### src/hw/rtl/sdps_pkg.sv
package sdps_pkg;

  localparam int READOUT_BYTES = 20;
  localparam int RB_AW = $clog2(READOUT_BYTES);
  localparam int MAX_BEATS = 5;
  localparam int BEAT_W = $clog2(MAX_BEATS + 1);

  localparam logic [7:0] OP_READ_ID = 8'h13 | 8'h80;
  localparam logic [7:0] OP_CFG_WR  = 8'h0B | 8'h40;
  localparam logic [7:0] OP_TGT_WR  = 8'h09 | 8'h40;
  localparam logic [7:0] OP_RCH_WR  = 8'h0D | 8'h40;
  localparam logic [7:0] OP_READOUT = 8'h00 | 8'h80;
  localparam logic [7:0] CHIP_ID    = 8'h01;
  localparam logic [4:0] READOUT_RLEN = 5'(READOUT_BYTES % 32);
  localparam logic [8:0] TEMP_OFFSET = 9'd40;

  typedef enum logic [2:0] {
    CMD_TICK  = 3'd0,
    CMD_START = 3'd1,
    CMD_RX    = 3'd2,
    CMD_DONE  = 3'd3,
    CMD_INIT  = 3'd4
  } cmd_e;

  typedef enum logic [1:0] {
    KIND_TX   = 2'd0,
    KIND_MEAS = 2'd1,
    KIND_ERR  = 2'd2,
    KIND_INIT = 2'd3
  } kind_e;

  typedef enum logic [2:0] {
    ERR_NONE      = 3'd0,
    ERR_BUSY_ID   = 3'd1,
    ERR_BUSY_CFG  = 3'd2,
    ERR_BUSY_LATE = 3'd3,
    ERR_BAD_ID    = 3'd4
  } err_e;

  typedef enum logic [2:0] {
    CFG_WINDOW_REF  = 3'd0,
    CFG_POWER_SENS  = 3'd1,
    CFG_INIT_RCH    = 3'd2,
    CFG_IRQ_GATE    = 3'd3,
    CFG_TARGET      = 3'd4,
    CFG_RCH_ENABLE  = 3'd5,
    CFG_INIT_WAIT   = 3'd6,
    CFG_SAMPLE_WAIT = 3'd7
  } cfg_idx_e;

  typedef enum logic [3:0] {
    PH_IDLE   = 4'd0,
    PH_INIT   = 4'd1,
    PH_READID = 4'd2,
    PH_CFG1   = 4'd3,
    PH_CFG2   = 4'd4,
    PH_DELAY  = 4'd5,
    PH_READ   = 4'd6,
    PH_BUSY1  = 4'd7,
    PH_BUSY2  = 4'd8,
    PH_BUSY3  = 4'd9,
    PH_BADID  = 4'd10,
    PH_ERROR  = 4'd11
  } phase_e;

  typedef struct packed {
    logic signed [8:0]  temperature;
    logic [3:0]         recharge_count;
    logic               recharging;
    logic signed [18:0] ref_value;
    logic               ref_overflow;
    logic signed [18:0] sens_value;
    logic               sens_overflow;
  } meas_t;

  typedef struct packed {
    logic [BEAT_W-1:0]         beats;
    kind_e                     kind;
    logic                      notice_last;
    logic [MAX_BEATS-1:0][7:0] bytes;
    logic [4:0]                rlen;
    err_e                      err;
    meas_t                     meas;
  } burst_t;

endpackage

### src/hw/rtl/sdps_core.sv
module sdps_core (
  input  logic                clk_i,
  input  logic                rst_ni,
  input  logic                acc_i,
  input  logic [2:0]          cmd_i,
  input  logic                queue_ready_i,
  input  logic [7:0]          sample_count_i,
  input  logic [4:0]          rx_index_i,
  input  logic [7:0]          rx_value_i,
  input  logic                cfg_we_i,
  input  logic [2:0]          cfg_idx_i,
  input  logic [7:0]          cfg_data_i,
  output logic                burst_vld_o,
  output sdps_pkg::burst_t    burst_o
);
  import sdps_pkg::*;

  phase_e     phase_q, phase_d;
  logic [7:0] wait_q, wait_d;
  logic [7:0] samples_q, samples_d;
  logic       done_q, done_d;
  logic [7:0] cfg_q [8];
  logic [7:0] store_q [READOUT_BYTES];

  logic       rx_in_range;
  logic [7:0] b0, b1, b3, b4, b5, b6, b7, b8;
  logic       rech;
  meas_t      meas;
  burst_t     burst;
  logic       emit;

  assign rx_in_range = {1'b0, rx_index_i} < 6'(READOUT_BYTES);

  always_ff @(posedge clk_i or negedge rst_ni) begin
    if (!rst_ni) begin
      cfg_q[CFG_WINDOW_REF]  <= 8'd64;
      cfg_q[CFG_POWER_SENS]  <= 8'd121;
      cfg_q[CFG_INIT_RCH]    <= 8'd0;
      cfg_q[CFG_IRQ_GATE]    <= 8'd50;
      cfg_q[CFG_TARGET]      <= 8'd41;
      cfg_q[CFG_RCH_ENABLE]  <= 8'd65;
      cfg_q[CFG_INIT_WAIT]   <= 8'd30;
      cfg_q[CFG_SAMPLE_WAIT] <= 8'd30;
    end else if (cfg_we_i) begin
      cfg_q[cfg_idx_i] <= cfg_data_i;
    end
  end

  always_ff @(posedge clk_i) begin
    if (acc_i && cmd_e'(cmd_i) == CMD_RX && rx_in_range) begin
      store_q[rx_index_i[RB_AW-1:0]] <= rx_value_i;
    end
  end

  assign b0 = store_q[0];
  assign b1 = store_q[1];
  assign b3 = store_q[3];
  assign b4 = store_q[4];
  assign b5 = store_q[5];
  assign b6 = store_q[6];
  assign b7 = store_q[7];
  assign b8 = store_q[8];
  assign rech = b1[7];

  always_comb begin
    meas.temperature    = $signed({1'b0, b0} - TEMP_OFFSET);
    meas.recharge_count = b1[3:0];
    meas.recharging     = rech;
    meas.ref_overflow   = b5[2];
    meas.sens_overflow  = b8[2];
    meas.ref_value      = '1;
    meas.sens_value     = '1;
    if (!rech && b5[3] && !b5[2]) begin
      meas.ref_value = $signed({1'b0, b5[1:0], b4, b3});
    end
    if (!rech && b8[3] && !b8[2]) begin
      meas.sens_value = $signed({1'b0, b8[1:0], b7, b6});
    end
  end

  always_comb begin
    phase_d   = phase_q;
    wait_d    = wait_q;
    samples_d = samples_q;
    done_d    = done_q;
    emit      = 1'b0;
    burst             = '0;
    burst.kind        = KIND_TX;
    burst.err         = ERR_NONE;
    burst.beats       = BEAT_W'(1);
    if (acc_i) begin
      case (cmd_e'(cmd_i))
        CMD_TICK: begin
          if (wait_q != 8'd0) begin
            wait_d = wait_q - 8'd1;
          end else begin
            case (phase_q)
              PH_BUSY1, PH_BUSY2, PH_BUSY3, PH_BADID: begin
                emit       = 1'b1;
                burst.kind = KIND_ERR;
                case (phase_q)
                  PH_BUSY1: burst.err = ERR_BUSY_ID;
                  PH_BUSY2: burst.err = ERR_BUSY_CFG;
                  PH_BUSY3: burst.err = ERR_BUSY_LATE;
                  default:  burst.err = ERR_BAD_ID;
                endcase
                phase_d = PH_ERROR;
              end
              PH_INIT: begin
                if (!queue_ready_i) begin
                  phase_d = PH_BUSY1;
                end else begin
                  emit           = 1'b1;
                  burst.bytes[0] = OP_READ_ID;
                  burst.rlen     = 5'd1;
                  phase_d        = PH_READID;
                end
              end
              PH_READID: begin
                if (done_q) begin
                  done_d = 1'b0;
                  if (b0 != CHIP_ID) begin
                    phase_d = PH_BADID;
                  end else if (!queue_ready_i) begin
                    phase_d = PH_BUSY2;
                  end else begin
                    emit        = 1'b1;
                    burst.beats = BEAT_W'(5);
                    burst.bytes = {cfg_q[CFG_IRQ_GATE], cfg_q[CFG_INIT_RCH],
                                   cfg_q[CFG_POWER_SENS], cfg_q[CFG_WINDOW_REF], OP_CFG_WR};
                    phase_d     = PH_CFG1;
                  end
                end
              end
              PH_CFG1: begin
                if (done_q) begin
                  done_d = 1'b0;
                  if (!queue_ready_i) begin
                    phase_d = PH_BUSY3;
                  end else begin
                    emit           = 1'b1;
                    burst.beats    = BEAT_W'(2);
                    burst.bytes[0] = OP_TGT_WR;
                    burst.bytes[1] = cfg_q[CFG_TARGET];
                    phase_d        = PH_CFG2;
                  end
                end
              end
              PH_CFG2: begin
                if (done_q) begin
                  done_d = 1'b0;
                  if (!queue_ready_i) begin
                    phase_d = PH_BUSY3;
                  end else begin
                    emit              = 1'b1;
                    burst.beats       = BEAT_W'(3);
                    burst.notice_last = 1'b1;
                    burst.bytes[0]    = OP_RCH_WR;
                    burst.bytes[1]    = cfg_q[CFG_RCH_ENABLE];
                    phase_d           = PH_IDLE;
                  end
                end
              end
              PH_DELAY: begin
                if (!queue_ready_i) begin
                  phase_d = PH_BUSY3;
                end else begin
                  emit           = 1'b1;
                  burst.bytes[0] = OP_READOUT;
                  burst.rlen     = READOUT_RLEN;
                  phase_d        = PH_READ;
                end
              end
              PH_READ: begin
                if (done_q) begin
                  done_d     = 1'b0;
                  emit       = 1'b1;
                  burst.kind = KIND_MEAS;
                  burst.meas = meas;
                  samples_d  = samples_q - 8'd1;
                  if (samples_d != 8'd0) begin
                    wait_d  = cfg_q[CFG_SAMPLE_WAIT];
                    phase_d = PH_DELAY;
                  end else begin
                    phase_d = PH_IDLE;
                  end
                end
              end
              default: begin
              end
            endcase
          end
        end
        CMD_START: begin
          if (phase_q == PH_IDLE && sample_count_i != 8'd0) begin
            samples_d = sample_count_i;
            phase_d   = PH_DELAY;
            wait_d    = 8'd0;
          end
        end
        CMD_DONE: begin
          done_d = 1'b1;
        end
        CMD_INIT: begin
          phase_d = PH_INIT;
          wait_d  = cfg_q[CFG_INIT_WAIT];
          done_d  = 1'b0;
        end
        default: begin
        end
      endcase
    end
  end

  always_ff @(posedge clk_i or negedge rst_ni) begin
    if (!rst_ni) begin
      phase_q   <= PH_IDLE;
      wait_q    <= 8'd0;
      samples_q <= 8'd0;
      done_q    <= 1'b0;
    end else begin
      phase_q   <= phase_d;
      wait_q    <= wait_d;
      samples_q <= samples_d;
      done_q    <= done_d;
    end
  end

  assign burst_vld_o = emit;
  assign burst_o     = burst;

endmodule

### src/hw/rtl/sdps_out.sv
module sdps_out (
  input  logic               clk_i,
  input  logic               rst_ni,
  input  logic               load_i,
  input  sdps_pkg::burst_t   burst_i,
  output logic               busy_o,
  output logic               out_valid_o,
  input  logic               out_stall_i,
  output logic [1:0]         kind_o,
  output logic [7:0]         tx_byte_o,
  output logic [4:0]         read_length_o,
  output logic               last_o,
  output logic [2:0]         error_code_o,
  output logic signed [8:0]  temperature_o,
  output logic [3:0]         recharge_count_o,
  output logic               recharging_o,
  output logic signed [18:0] ref_value_o,
  output logic               ref_overflow_o,
  output logic signed [18:0] sens_value_o,
  output logic               sens_overflow_o
);
  import sdps_pkg::*;

  burst_t            burst_q;
  logic              valid_q, valid_d;
  logic [BEAT_W-1:0] idx_q, idx_d;
  logic              is_last;
  logic              take;
  kind_e             kind;

  assign is_last = idx_q == burst_q.beats - BEAT_W'(1);
  assign take    = valid_q && !out_stall_i;
  assign busy_o  = valid_q && !(take && is_last);

  always_comb begin
    valid_d = valid_q;
    idx_d   = idx_q;
    if (load_i) begin
      valid_d = 1'b1;
      idx_d   = '0;
    end else if (take && is_last) begin
      valid_d = 1'b0;
      idx_d   = '0;
    end else if (take) begin
      idx_d = idx_q + BEAT_W'(1);
    end
  end

  always_ff @(posedge clk_i or negedge rst_ni) begin
    if (!rst_ni) begin
      valid_q <= 1'b0;
      idx_q   <= '0;
    end else begin
      valid_q <= valid_d;
      idx_q   <= idx_d;
    end
  end

  always_ff @(posedge clk_i) begin
    if (load_i) begin
      burst_q <= burst_i;
    end
  end

  assign kind = (burst_q.notice_last && is_last) ? KIND_INIT : burst_q.kind;

  always_comb begin
    kind_o           = kind;
    last_o           = is_last;
    tx_byte_o        = '0;
    read_length_o    = '0;
    error_code_o     = '0;
    temperature_o    = '0;
    recharge_count_o = '0;
    recharging_o     = 1'b0;
    ref_value_o      = '0;
    ref_overflow_o   = 1'b0;
    sens_value_o     = '0;
    sens_overflow_o  = 1'b0;
    case (kind)
      KIND_TX: begin
        tx_byte_o     = burst_q.bytes[idx_q];
        read_length_o = burst_q.rlen;
      end
      KIND_ERR: begin
        error_code_o = burst_q.err;
      end
      KIND_MEAS: begin
        temperature_o    = burst_q.meas.temperature;
        recharge_count_o = burst_q.meas.recharge_count;
        recharging_o     = burst_q.meas.recharging;
        ref_value_o      = burst_q.meas.ref_value;
        ref_overflow_o   = burst_q.meas.ref_overflow;
        sens_value_o     = burst_q.meas.sens_value;
        sens_overflow_o  = burst_q.meas.sens_overflow;
      end
      default: begin
      end
    endcase
  end

  assign out_valid_o = valid_q;

endmodule

### src/hw/rtl/spi_dosimeter_poll_sequencer_unit.sv
// SPI dosimeter poll sequencer.
// Input channel (in_valid_i / in_stall_o) carries one command beat: tick,
// start, received readout byte, SPI job done or begin init. Output channel
// (out_valid_o / out_stall_i) carries result beats: SPI transmit bytes with
// their job read length, measurements, error reports and the initialized
// notice; last_o marks the final beat caused by one input beat.
// Configuration registers are written through cfg_we_i / cfg_idx_i /
// cfg_data_i; the user must do so only while the block is idle, as the
// block does not enforce it. The first result beat of an input is valid
// the cycle after it is accepted; its beats leave one per cycle unless the
// receiver stalls, and inputs with no result pass at one per cycle while no
// burst is held. Throughput is set by the single output burst register: the
// next input is taken in the cycle the previous burst's last beat leaves.
// Reset puts the sequencer in the idle phase with counters and the job-done
// flag cleared and all settings at their defaults; readout bytes are
// undefined until received. While out_stall_i is high the current beat holds
// and in_stall_o stays high.
module spi_dosimeter_poll_sequencer_unit (
  input  logic               clk_i,
  input  logic               rst_ni,
  input  logic               in_valid_i,
  output logic               in_stall_o,
  input  logic [2:0]         cmd_i,
  input  logic               queue_ready_i,
  input  logic [7:0]         sample_count_i,
  input  logic [4:0]         rx_index_i,
  input  logic [7:0]         rx_value_i,
  input  logic               cfg_we_i,
  input  logic [2:0]         cfg_idx_i,
  input  logic [7:0]         cfg_data_i,
  output logic               out_valid_o,
  input  logic               out_stall_i,
  output logic [1:0]         kind_o,
  output logic [7:0]         tx_byte_o,
  output logic [4:0]         read_length_o,
  output logic               last_o,
  output logic [2:0]         error_code_o,
  output logic signed [8:0]  temperature_o,
  output logic [3:0]         recharge_count_o,
  output logic               recharging_o,
  output logic signed [18:0] ref_value_o,
  output logic               ref_overflow_o,
  output logic signed [18:0] sens_value_o,
  output logic               sens_overflow_o
);
  import sdps_pkg::*;

  logic   acc;
  logic   busy;
  logic   burst_vld;
  burst_t burst;

  assign in_stall_o = busy;
  assign acc        = in_valid_i && !busy;

  sdps_core u_core (
    .clk_i          (clk_i),
    .rst_ni         (rst_ni),
    .acc_i          (acc),
    .cmd_i          (cmd_i),
    .queue_ready_i  (queue_ready_i),
    .sample_count_i (sample_count_i),
    .rx_index_i     (rx_index_i),
    .rx_value_i     (rx_value_i),
    .cfg_we_i       (cfg_we_i),
    .cfg_idx_i      (cfg_idx_i),
    .cfg_data_i     (cfg_data_i),
    .burst_vld_o    (burst_vld),
    .burst_o        (burst)
  );

  sdps_out u_out (
    .clk_i            (clk_i),
    .rst_ni           (rst_ni),
    .load_i           (burst_vld),
    .burst_i          (burst),
    .busy_o           (busy),
    .out_valid_o      (out_valid_o),
    .out_stall_i      (out_stall_i),
    .kind_o           (kind_o),
    .tx_byte_o        (tx_byte_o),
    .read_length_o    (read_length_o),
    .last_o           (last_o),
    .error_code_o     (error_code_o),
    .temperature_o    (temperature_o),
    .recharge_count_o (recharge_count_o),
    .recharging_o     (recharging_o),
    .ref_value_o      (ref_value_o),
    .ref_overflow_o   (ref_overflow_o),
    .sens_value_o     (sens_value_o),
    .sens_overflow_o  (sens_overflow_o)
  );

endmodule
### config.mk
export PLATFORM = sky130hd
export DESIGN_NAME = spi_dosimeter_poll_sequencer_unit
export DESIGN_NICKNAME = d
export VERILOG_FILES = /design/src/hw/rtl/sdps_pkg.sv /design/src/hw/rtl/sdps_core.sv /design/src/hw/rtl/sdps_out.sv /design/src/hw/rtl/spi_dosimeter_poll_sequencer_unit.sv
export SDC_FILE = /design/constraint.sdc
export NUM_CORES = 1
export LEC_CHECK = 0
export ABC_AREA = 1
export ABC_CLOCK_PERIOD_IN_PS = 5300
export BUFFER_PORTS_ARGS = -buffer_cell sky130_fd_sc_hd__buf_2
export CAP_MARGIN = 20
export CORE_UTILIZATION = 59
export DETAILED_ROUTE_END_ITERATION = 10
export GPL_TIMING_DRIVEN = 0
export PLACE_DENSITY = 0.8
export SLEW_MARGIN = 0
export SYNTH_ARGS = -nofsm -noshare
export SYNTH_HDL_FRONTEND = slang
export SYNTH_SLANG_ARGS = --single-unit
### constraint.sdc
create_clock -name clk_i -period 5.3 [get_ports clk_i]
set_input_delay 0.265 -clock clk_i [delete_from_list [all_inputs] [get_ports clk_i]]
set_output_delay 0.265 -clock clk_i [all_outputs]
set_load 0.02 [all_outputs]
==> flow_summary.rst, run 1 <==
.. list-table::
   :header-rows: 1

   * - Metric
     - Value
   * - Worst vdd ir
     - 0.318 mV
   * - Clock latency reported for the late side of the worst-skew pair
     - 0.52 ns
   * - Clock-pin transition on the worst setup and hold timing paths
     - 0.06 ns
   * - Post-Syn Area
     - 0.0113 mm²
   * - Start point of the worst hold path
     - cmd_i[0]
   * - Type of origin of the critical path
     - register
   * - Share of the cycle needed by the critical path after routing
     - 60.1%
   * - Routed len/inst
     - 15.4 µm
   * - Largest delay share family, worst path
     - simple AND/OR/NAND/NOR gates
   * - Count of flip-flops with a built-in enable after synthesis
     - ~160
   * - Hold WC Path Type
     - input pin to register
   * - Setup TNS
     - 0 ns
   * - Instance area at placement
     - 0.0123 mm²
   * - Ratio of routed vias to standard cells
     - 5.30
   * - Final core occ
     - 70.0%
   * - Crit path required time
     - 5.04 ns
   * - First DRT Iteration DRCs
     - 577
   * - Seq cells post-synth
     - 245
   * - Setup repair after global routing missed its margin
     - no
   * - Cell types with the largest area share after synthesis
     - sky130_fd_sc_hd__edfxtp_1, sky130_fd_sc_hd__dfrtp_1, sky130_fd_sc_hd__nand2_1
   * - Post-Route WL
     - 24,600 µm
   * - Post-synth cell types
     - 45
   * - Half-perimeter wire length after detailed placement
     - 17,400 µm
   * - Clock buffer depth
     - 3
   * - Rel. slew slack
     - 34.0%
   * - Max-cap violations
     - 0
   * - CP peak stage delay
     - 0.34 ns
   * - Die boundary height
     - 141 µm
   * - Critical register-to-register path startpoint
     - u_core.wait_q[0]$_DFFE_PN0P_
   * - Layout filler cell count
     - 1,383
   * - Final instance area
     - 0.0131 mm²
   * - Drc violations
     - 0
   * - Clock buffers created by TritonCTS
     - 25
   * - Average cell area after synthesis
     - roughly 9.5 µm²
   * - Commonest register cell after synthesis
     - sky130_fd_sc_hd__edfxtp_1
   * - Post-Syn Instances
     - between 1,000 and 1,500
   * - Post-layout net count
     - about 1,400
   * - Kind of critical path
     - register to primary output
   * - H-tree depth
     - 1
   * - Number of antenna violations at the first check in global routing
     - 1
   * - Final setup violating endpoints
     - 0
   * - List of most frequent post-synthesis cells
     - sky130_fd_sc_hd__nand2_1, sky130_fd_sc_hd__inv_1, sky130_fd_sc_hd__nor2_1, sky130_fd_sc_hd__edfxtp_1, sky130_fd_sc_hd__o21ai_0
   * - Critical path cell sequence
     - inv_1 > ha_1 > inv_1 > nand2_1 > nand2_1 > nor2_4 > nand2_1 > inv_1 > nand2_1 > nand2_1 > inv_1 > nand2_1 > buf_2 > nor2_1 > buf_2
   * - Final slew viol count
     - 0
   * - Horizontal die dimension
     - roughly 140 µm
   * - Yosys top cell area share
     - 41.3%
   * - Endpoints failing hold
     - 0
   * - Post-CTS setup buffers
     - 0
   * - Grt ovf
     - 0
   * - Depth of the worst register-to-register path
     - 9
   * - Most frequent cell after synthesis
     - sky130_fd_sc_hd__nand2_1
   * - Min cycle time layout
     - 3.18 ns
   * - TritonCTS clock tree
     - built
   * - Pin count of the biggest net entering global routing
     - 75
   * - Total via count after detailed routing
     - 8,464
   * - Total I/O pin count
     - 116
   * - Gp weighted congestion
     - 0.917
   * - Worst-path maximum fanout
     - 10
   * - Kind of end point of the critical path
     - primary output
   * - Initial Utilization
     - between 60 and 70%
   * - First-pass GRT wire length
     - 39,600 µm
   * - Clock Root Buffer
     - sky130_fd_sc_hd__clkbuf_16
   * - Synth-to-layout area growth
     - 15.9%
   * - Critical path's slowest cell
     - sky130_fd_sc_hd__edfxtp_1
   * - Number of routed nets with antenna violations
     - 0
   * - Clock Sinks
     - 245
   * - Core region area
     - 0.0188 mm²
   * - Largest area contributor in the synthesized netlist
     - sky130_fd_sc_hd__edfxtp_1
   * - Pre-antenna DRT Iters
     - 5
   * - Warning count from the yosys run
     - 0
   * - Buffers on Ports
     - 113
   * - Cell count of the worst hold path
     - 3
   * - Worst slew pin tran
     - slightly below 1 ns
   * - Register-to-Register Setup Slack
     - 2.18 ns
   * - Static power due to leakage
     - around 5.8 nW
   * - Capture point of the worst reg-to-reg path
     - u_out.burst_q[103]$_SDFFCE_PP0N_
   * - Full die area
     - 0.0198 mm²
   * - FFs w/ async S/R, synth
     - 36.3%
   * - Worst endpoint data arrival time
     - 2.92 ns
   * - Status
     - finished clean
   * - CP Buf/Inv Count
     - 6
   * - Part of the Yosys area used for sequential elements
     - 61.2%
   * - Number of rows in the core area
     - 50
   * - Cell repeated most along the worst path
     - sky130_fd_sc_hd__nand2_1
   * - Maximum frequency from static timing analysis
     - 314 MHz
   * - Pwr dens
     - around 390 mW/mm²
   * - Fraction of layout cells with a size suffix above 1
     - 19.2%
   * - All-Layer GR Usage
     - 25.6%
   * - Endpoint of the worst hold-timing path
     - u_core.done_q$_DFFE_PN0P_
   * - Vias in the first global route
     - 8,079
   * - Skew final
     - 0.0192 ns
[timing repair]
item                                   CTS  global route
endpoints found under the hold margin   44             0
hold buffers                             3             0
gates resized for setup                  0             0
[per-stage QoR]
stage	total power, mW	hold WS (ns)	setup WS [ns]	std cells
2_1_floorplan	3.07	-0.0306	1.34	1196
3_3_place_gp	3.31	0.466	0.303	1543
3_5_place_dp	3.34	0.167	2.23	1546
4_1_cts	5.08	0.0368	2.08	1595
5_1_grt	5.31	0.0483	1.92	1597
6_report	5.07	0.0481	2.12	1598
[placed cells by master (no fill, tap or decap), drive strengths merged, types with 4 or more instances in the layout]
cell    count
a211oi      7
a21oi      71
a22oi       4
a31oi      10
a32o        5
buf       137
clkbuf     52
clkinv      7
dfrtp      67
dfstp      22
edfxtp    156
ha          6
inv       221
nand2     224
nand3      40
nand4      10
nor2      190
nor3       15
o21ai      89
xnor2       4
xor2        4
[power by group]
part	internal, mW	total (mW)	switching, mW
combinational	0.345	0.987	0.643
clock	1.02	1.74	0.713
sequential	2.21	2.34	0.129
total	3.58	5.07	1.48
[metal layers]
layer	share of wire (%)	GRT usage [%]	wire [µm]	up-vias
met5	0.053	0	13	-
met4	3.6	10.1	880	2
met3	5.6	3.19	1380	58
met2	49	45.2	12000	298
met1	42	32.3	10200	3944
li1	-	-	-	4162
[worst max path at each step]
stage | to | slack [ns] | cells after the start | start
finish | temperature_o[7] | 2.12 | 15 | u_out.burst_q[105]$_SDFFCE_PP1N_
detailed placement | u_out.burst_q[86]$_SDFFCE_PP0N_ | 2.23 | 9 | u_core.wait_q[0]$_DFFE_PN0P_
global placement | u_out.burst_q[23]$_SDFFCE_PP0N_ | 0.30 | 8 | u_core.wait_q[0]$_DFFE_PN0P_
global route | temperature_o[0] | 1.92 | 15 | u_out.burst_q[105]$_SDFFCE_PP1N_
CTS | temperature_o[7] | 2.08 | 15 | u_out.burst_q[105]$_SDFFCE_PP1N_
floorplan | u_out.burst_q[0]$_SDFFCE_PP0N_ | 1.34 | 8 | u_core.wait_q[0]$_DFFE_PN0P_
[worst reg2reg max path, delay by kind of cell, from the launching register on]
family	cells	cell delay (ns)
buffers and inverters	4	1.17
DFF	1	0.38
and+or+nand+nor	4	1.01
adders and majority gates	1	0.23
[sequential cells by signal (all words and copies together), names as in the netlist]
register and flops:
u_out.burst_q 103, u_core.cfg_q 64, u_core.done_q 1, u_core.phase_q 4
u_core.wait_q 8, u_core.store_q 53, u_out.out_valid_o 1, u_core.samples_q 8
u_out.idx_q 3
[final cells by class]
| type | instances | area [µm²] | area share [%] |
|---|---|---|---|
| inverters | 220 | 835 | 6.36 |
| diodes | 1 | 2.50 | 0.0191 |
| repair buffers | 121 | 668 | 5.09 |
| clock inverters | 11 | 93.8 | 0.715 |
| clock buffers | 35 | 736 | 5.60 |
| flip-flops and latches | 245 | 6940 | 52.8 |
| plain buffers | 36 | 201 | 1.53 |
| multi-input cells | 695 | 3360 | 25.6 |
| well taps | 234 | 293 | 2.23 |
[kinds of logic (layout without fill, tap and decap cells)]
group                      Yosys count  in the layout  synth area share [%]
adders and majority gates            6              6                 0.663
AOI/OAI and AO/OA                  195            195                  10.6
muxes                                1              1                0.0883
other                                1              3                0.0331
xor gates and xnor gates             8              8                 0.618
and+or+nand+nor                    483            483                  17.7
buffers and inverters              256            423                  9.12
DFF                                245            245                  61.2
No activity file was read; power rests on OpenSTA's default activity.
==> run 2, diff against run 1 <==
--- a/config.mk
+++ b/config.mk
@@ -5,14 +5,14 @@
 export SDC_FILE = /design/constraint.sdc
 export NUM_CORES = 1
 export LEC_CHECK = 0
-export ABC_AREA = 1
-export ABC_CLOCK_PERIOD_IN_PS = 5300
+export ABC_AREA = 0
+export ABC_CLOCK_PERIOD_IN_PS = 2900
 export BUFFER_PORTS_ARGS = -buffer_cell sky130_fd_sc_hd__buf_2
 export CAP_MARGIN = 20
-export CORE_UTILIZATION = 59
+export CORE_UTILIZATION = 53
 export DETAILED_ROUTE_END_ITERATION = 10
 export GPL_TIMING_DRIVEN = 0
-export PLACE_DENSITY = 0.8
+export PLACE_DENSITY = 0.76
 export SLEW_MARGIN = 0
 export SYNTH_ARGS = -nofsm -noshare
 export SYNTH_HDL_FRONTEND = slang
==> constraint.sdc (replaced) <==
create_clock -name clk_i -period 2.9 [get_ports clk_i]
set_input_delay 0.145 -clock clk_i [delete_from_list [all_inputs] [get_ports clk_i]]
set_output_delay 0.145 -clock clk_i [all_outputs]
set_load 0.02 [all_outputs]
==> run 2 against run 1 <==
Net effect:
- cell area is 1.9% higher
- register-to-register slack worse by 2.1 ns
- via count is 12% lower
- cell count is 18% lower
- die area is 8.0% higher
- largest power group unchanged
==> flow_summary.rst, run 2 <==
.. list-table::
   :header-rows: 1

   * - Metric
     - Value
   * - Status
     - finished clean
   * - Pwr dens
     - between 600 and 700 mW/mm²
   * - Worst vdd ir
     - 0.421 mV
   * - Number of antenna violations at the first check in global routing
     - 0
   * - Largest area contributor in the synthesized netlist
     - sky130_fd_sc_hd__edfxtp_1
   * - Post-synth cell types
     - 64
   * - Switch share
     - 25.7%
   * - Diode count
     - 0
   * - Number of rows in the core area
     - 52
   * - Pre-antenna DRT Iters
     - 7
   * - All-Layer GR Usage
     - 23.0%
   * - Clock buffers created by TritonCTS
     - 25
   * - Internal power summed over all cells
     - 6.44 mW
   * - Number of routed nets with antenna violations
     - 0
   * - Post-Route WL
     - 24,600 µm
   * - Most flops, register
     - u_out.burst_q
   * - Buffers on Ports
     - around 110
   * - Type of origin of the critical path
     - register
   * - Kind of critical path
     - register to register
   * - Routed len/inst
     - ~19 µm
   * - Endpoints failing hold
     - 0
   * - Final slew viol count
     - 0
   * - Clock Root Buffer
     - sky130_fd_sc_hd__clkbuf_16
   * - Post-Syn Instances
     - 852
   * - Fraction of layout cells with a size suffix above 1
     - 30.9%
   * - Clock Sinks
     - 245
   * - First DRT Iteration DRCs
     - about 540
   * - Horizontal die dimension
     - between 100 and 150 µm
   * - Static power due to leakage
     - 5.95 nW
   * - Commonest non-fill, non-tap cells in the layout
     - sky130_fd_sc_hd__edfxtp_1, sky130_fd_sc_hd__buf_2, sky130_fd_sc_hd__nor2_1
   * - Setup TNS
     - 0 ns
   * - Clock latency reported for the late side of the worst-skew pair
     - 0.52 ns
   * - Total via count after detailed routing
     - about 7,400
   * - Critical register-to-register path startpoint
     - u_out.burst_q[105]$_SDFFCE_PP1N_
   * - Post-layout net count
     - 1,074
   * - Vias in the first global route
     - 7,202
   * - Kind of end point of the critical path
     - register
   * - Part of the Yosys area used for sequential elements
     - between 60% and 70%
   * - Final instance area
     - 0.0134 mm²
   * - Total power
     - 8.67 mW
   * - Total I/O pin count
     - between 100 and 150
   * - Final setup violating endpoints
     - 0
   * - Final setup margin
     - 0.0962 ns
   * - Initial Utilization
     - approximately 54%
   * - Capture point of the worst reg-to-reg path
     - u_core.store_q[8][1]$_DFFE_PP_
   * - FFs w/ async S/R, synth
     - 36.3%
   * - Warning count from the yosys run
     - 0
   * - Worst-path maximum fanout
     - 4
   * - Net switching component of the power
     - roughly 2.2 mW
   * - Instance area at placement
     - around 0.012 mm²
   * - Cell types with the largest area share after synthesis
     - sky130_fd_sc_hd__edfxtp_1, sky130_fd_sc_hd__dfrtp_1, sky130_fd_sc_hd__mux2_2
   * - Grt ovf
     - 0
   * - Most frequent cell after synthesis
     - sky130_fd_sc_hd__edfxtp_1
   * - Power share of the combinational group
     - 14.8%
   * - Critical path origin
     - u_out.burst_q[105]$_SDFFCE_PP1N_
   * - Worst Setup Slack post-DPL
     - -0.523 ns
   * - Max reg flops
     - around 100
   * - Crit path required time
     - 3.04 ns
   * - Average cell area after synthesis
     - 12.9 µm²
   * - Gp weighted congestion
     - roughly 0.9
   * - Register-to-Register Setup Slack
     - 0.1 ns
   * - Worst endpoint data arrival time
     - between 2 and 3 ns
   * - Maximum frequency from static timing analysis
     - ~360 MHz
   * - Clock network fraction of design power
     - 36.3%
   * - Max-cap violations
     - 0
   * - Die boundary height
     - around 150 µm
   * - Drc violations
     - 0
   * - Share of the cycle needed by the critical path after routing
     - 96.7%
   * - Seq cells post-synth
     - about 250
   * - List of most frequent post-synthesis cells
     - sky130_fd_sc_hd__edfxtp_1, sky130_fd_sc_hd__nor2_1, sky130_fd_sc_hd__mux2_2, sky130_fd_sc_hd__dfrtp_1, sky130_fd_sc_hd__and3_1
   * - Full die area
     - around 0.021 mm²
   * - Ratio of routed vias to standard cells
     - 5.64
   * - Skew final
     - approximately 0.017 ns
   * - Count of flip-flops with a built-in enable after synthesis
     - 156
   * - Commonest register cell after synthesis
     - sky130_fd_sc_hd__edfxtp_1
   * - Hold WC Path Type
     - input pin to register
   * - Pin count of the biggest net entering global routing
     - slightly above 70
   * - Yosys top cell area share
     - 42.6%
   * - Sequential Power Share
     - a little under 50%
   * - Clock buffer depth
     - 3
   * - Worst setup endpoint
     - u_core.store_q[8][1]$_DFFE_PP_
   * - Half-perimeter wire length after detailed placement
     - about 16,000 µm
   * - Min cycle time layout
     - 2.80 ns
   * - Rel. slew slack
     - between 30% and 40%
   * - Clock-pin transition on the worst setup and hold timing paths
     - 0.06 ns
   * - Depth of the worst register-to-register path
     - 7
   * - Most common cell after layout, fill and taps aside
     - sky130_fd_sc_hd__edfxtp_1
   * - Worst slew pin tran
     - 1.01 ns
   * - First-pass GRT wire length
     - 38,600 µm
   * - Setup repair after global routing missed its margin
     - yes
   * - Post-Syn Area
     - 0.0110 mm²
   * - Core region area
     - 0.0203 mm²
   * - H-tree depth
     - 1
   * - TritonCTS clock tree
     - built
   * - Synth-to-layout area growth
     - 21.7%
==> run 2: changes by cell type after synthesis, sizes merged, moves of 10 or more <==
| cell | delta |
|---|---|
| a21o | +36 |
| a21oi | -40 |
| and2 | +35 |
| and3 | +61 |
| clkbuf | +23 |
| inv | -194 |
| mux2 | +68 |
| nand2 | -199 |
| nand2b | +10 |
| nand3 | -34 |
| nor2 | -110 |
| nor3 | +13 |
| o21ai | -74 |
==> run 2: metal layers <==
layer  global-route usage [%]  wire length, µm
met2                     36.7            11700
met1                     32.9            10900
met4                     7.55              556
met5                        0                0
met3                     3.00             1420
==> run 2: layout make-up <==
class	instances	area, µm²
buffer	54	251
clock buffer	36	727
clock inverter	10	87.6
fill	1491	6920
inverter	25	93.8
multi-input combinational	528	3910
sequential	245	6940
tap	270	338
timing repair buffer	148	1040
==> run 2: timing repair <==
item	in CTS	in global routing
setup buffers	9	7
pin swaps	4	2
gates resized for setup	18	24
endpoints found under the hold margin	156	0
gates cloned	0	2
endpoints found under the setup margin	237	212
hold buffers	16	0
==> run 2: worst min-delay path by stage <==
stage / cells after the start / slack, ns / endpoint / startpoint
after floorplan: 0 / -0.15 / u_core.cfg_q[0]$_DFFE_PN0P_ / rst_ni
after global placement: 3 / 0.46 / u_core.samples_q[0]$_DFFE_PN0P_ / sample_count_i[0]
after detailed placement: 1 / 0.05 / u_core.cfg_q[34]$_DFFE_PN0P_ / rst_ni
after CTS: 2 / 0.003 / u_core.cfg_q[3]$_DFFE_PN1P_ / cfg_data_i[3]
after global routing: 2 / 0.01 / u_core.cfg_q[3]$_DFFE_PN1P_ / cfg_data_i[3]
final: 5 / 0.01 / u_core.samples_q[1]$_DFFE_PN0P_ / sample_count_i[1]
==> run 2: cell families (layout without fill, tap and decap cells) <==
| kind of cell | count (synthesis) | after routing | synth area share, % |
|---|---|---|---|
| buf+inv | 80 | 273 | 3.04 |
| mux | 82 | 82 | 9.03 |
| flops | 245 | 245 | 63.1 |
| xor+xnor | 13 | 13 | 1.17 |
| simple gates | 292 | 292 | 14.4 |
| fa+ha+maj | 6 | 6 | 0.682 |
| compound gates | 133 | 133 | 8.59 |
| other cells | 1 | 2 | 0.0341 |
==> run 2: worst max-delay path: stages (launching register included) <==
cell	delay [ns]
sky130_fd_sc_hd__edfxtp_1	0.42
sky130_fd_sc_hd__inv_2	0.09
sky130_fd_sc_hd__ha_4	0.12
sky130_fd_sc_hd__xor3_2	0.30
sky130_fd_sc_hd__o41ai_4	0.34
sky130_fd_sc_hd__buf_4	0.20
sky130_fd_sc_hd__nand2_2	0.08
sky130_fd_sc_hd__nor4_1	0.86
==> run 2: metrics by stage <==
stage | hold WS, ns | instances | utilization, %
finish | 0.0109 | 1316 | 65.9
global placement | 0.464 | 1229 | 58.8
CTS | 0.00295 | 1305 | 65.0
floorplan | -0.151 | 853 | -
global route | 0.0128 | 1316 | 65.9
detailed placement | 0.0517 | 1235 | 59.4
==> run 2: power by group through the flow <==
stage / sequential (mW) / combinational (mW) / clock (mW)
final: 4.24 / 1.29 / 3.15
after global routing: 4.28 / 1.42 / 3.33
after CTS: 4.23 / 1.27 / 3.18
after detailed placement: 4.30 / 1.24 / 0
after global placement: 4.28 / 1.21 / 0
after floorplan: 4.23 / 0.936 / 0
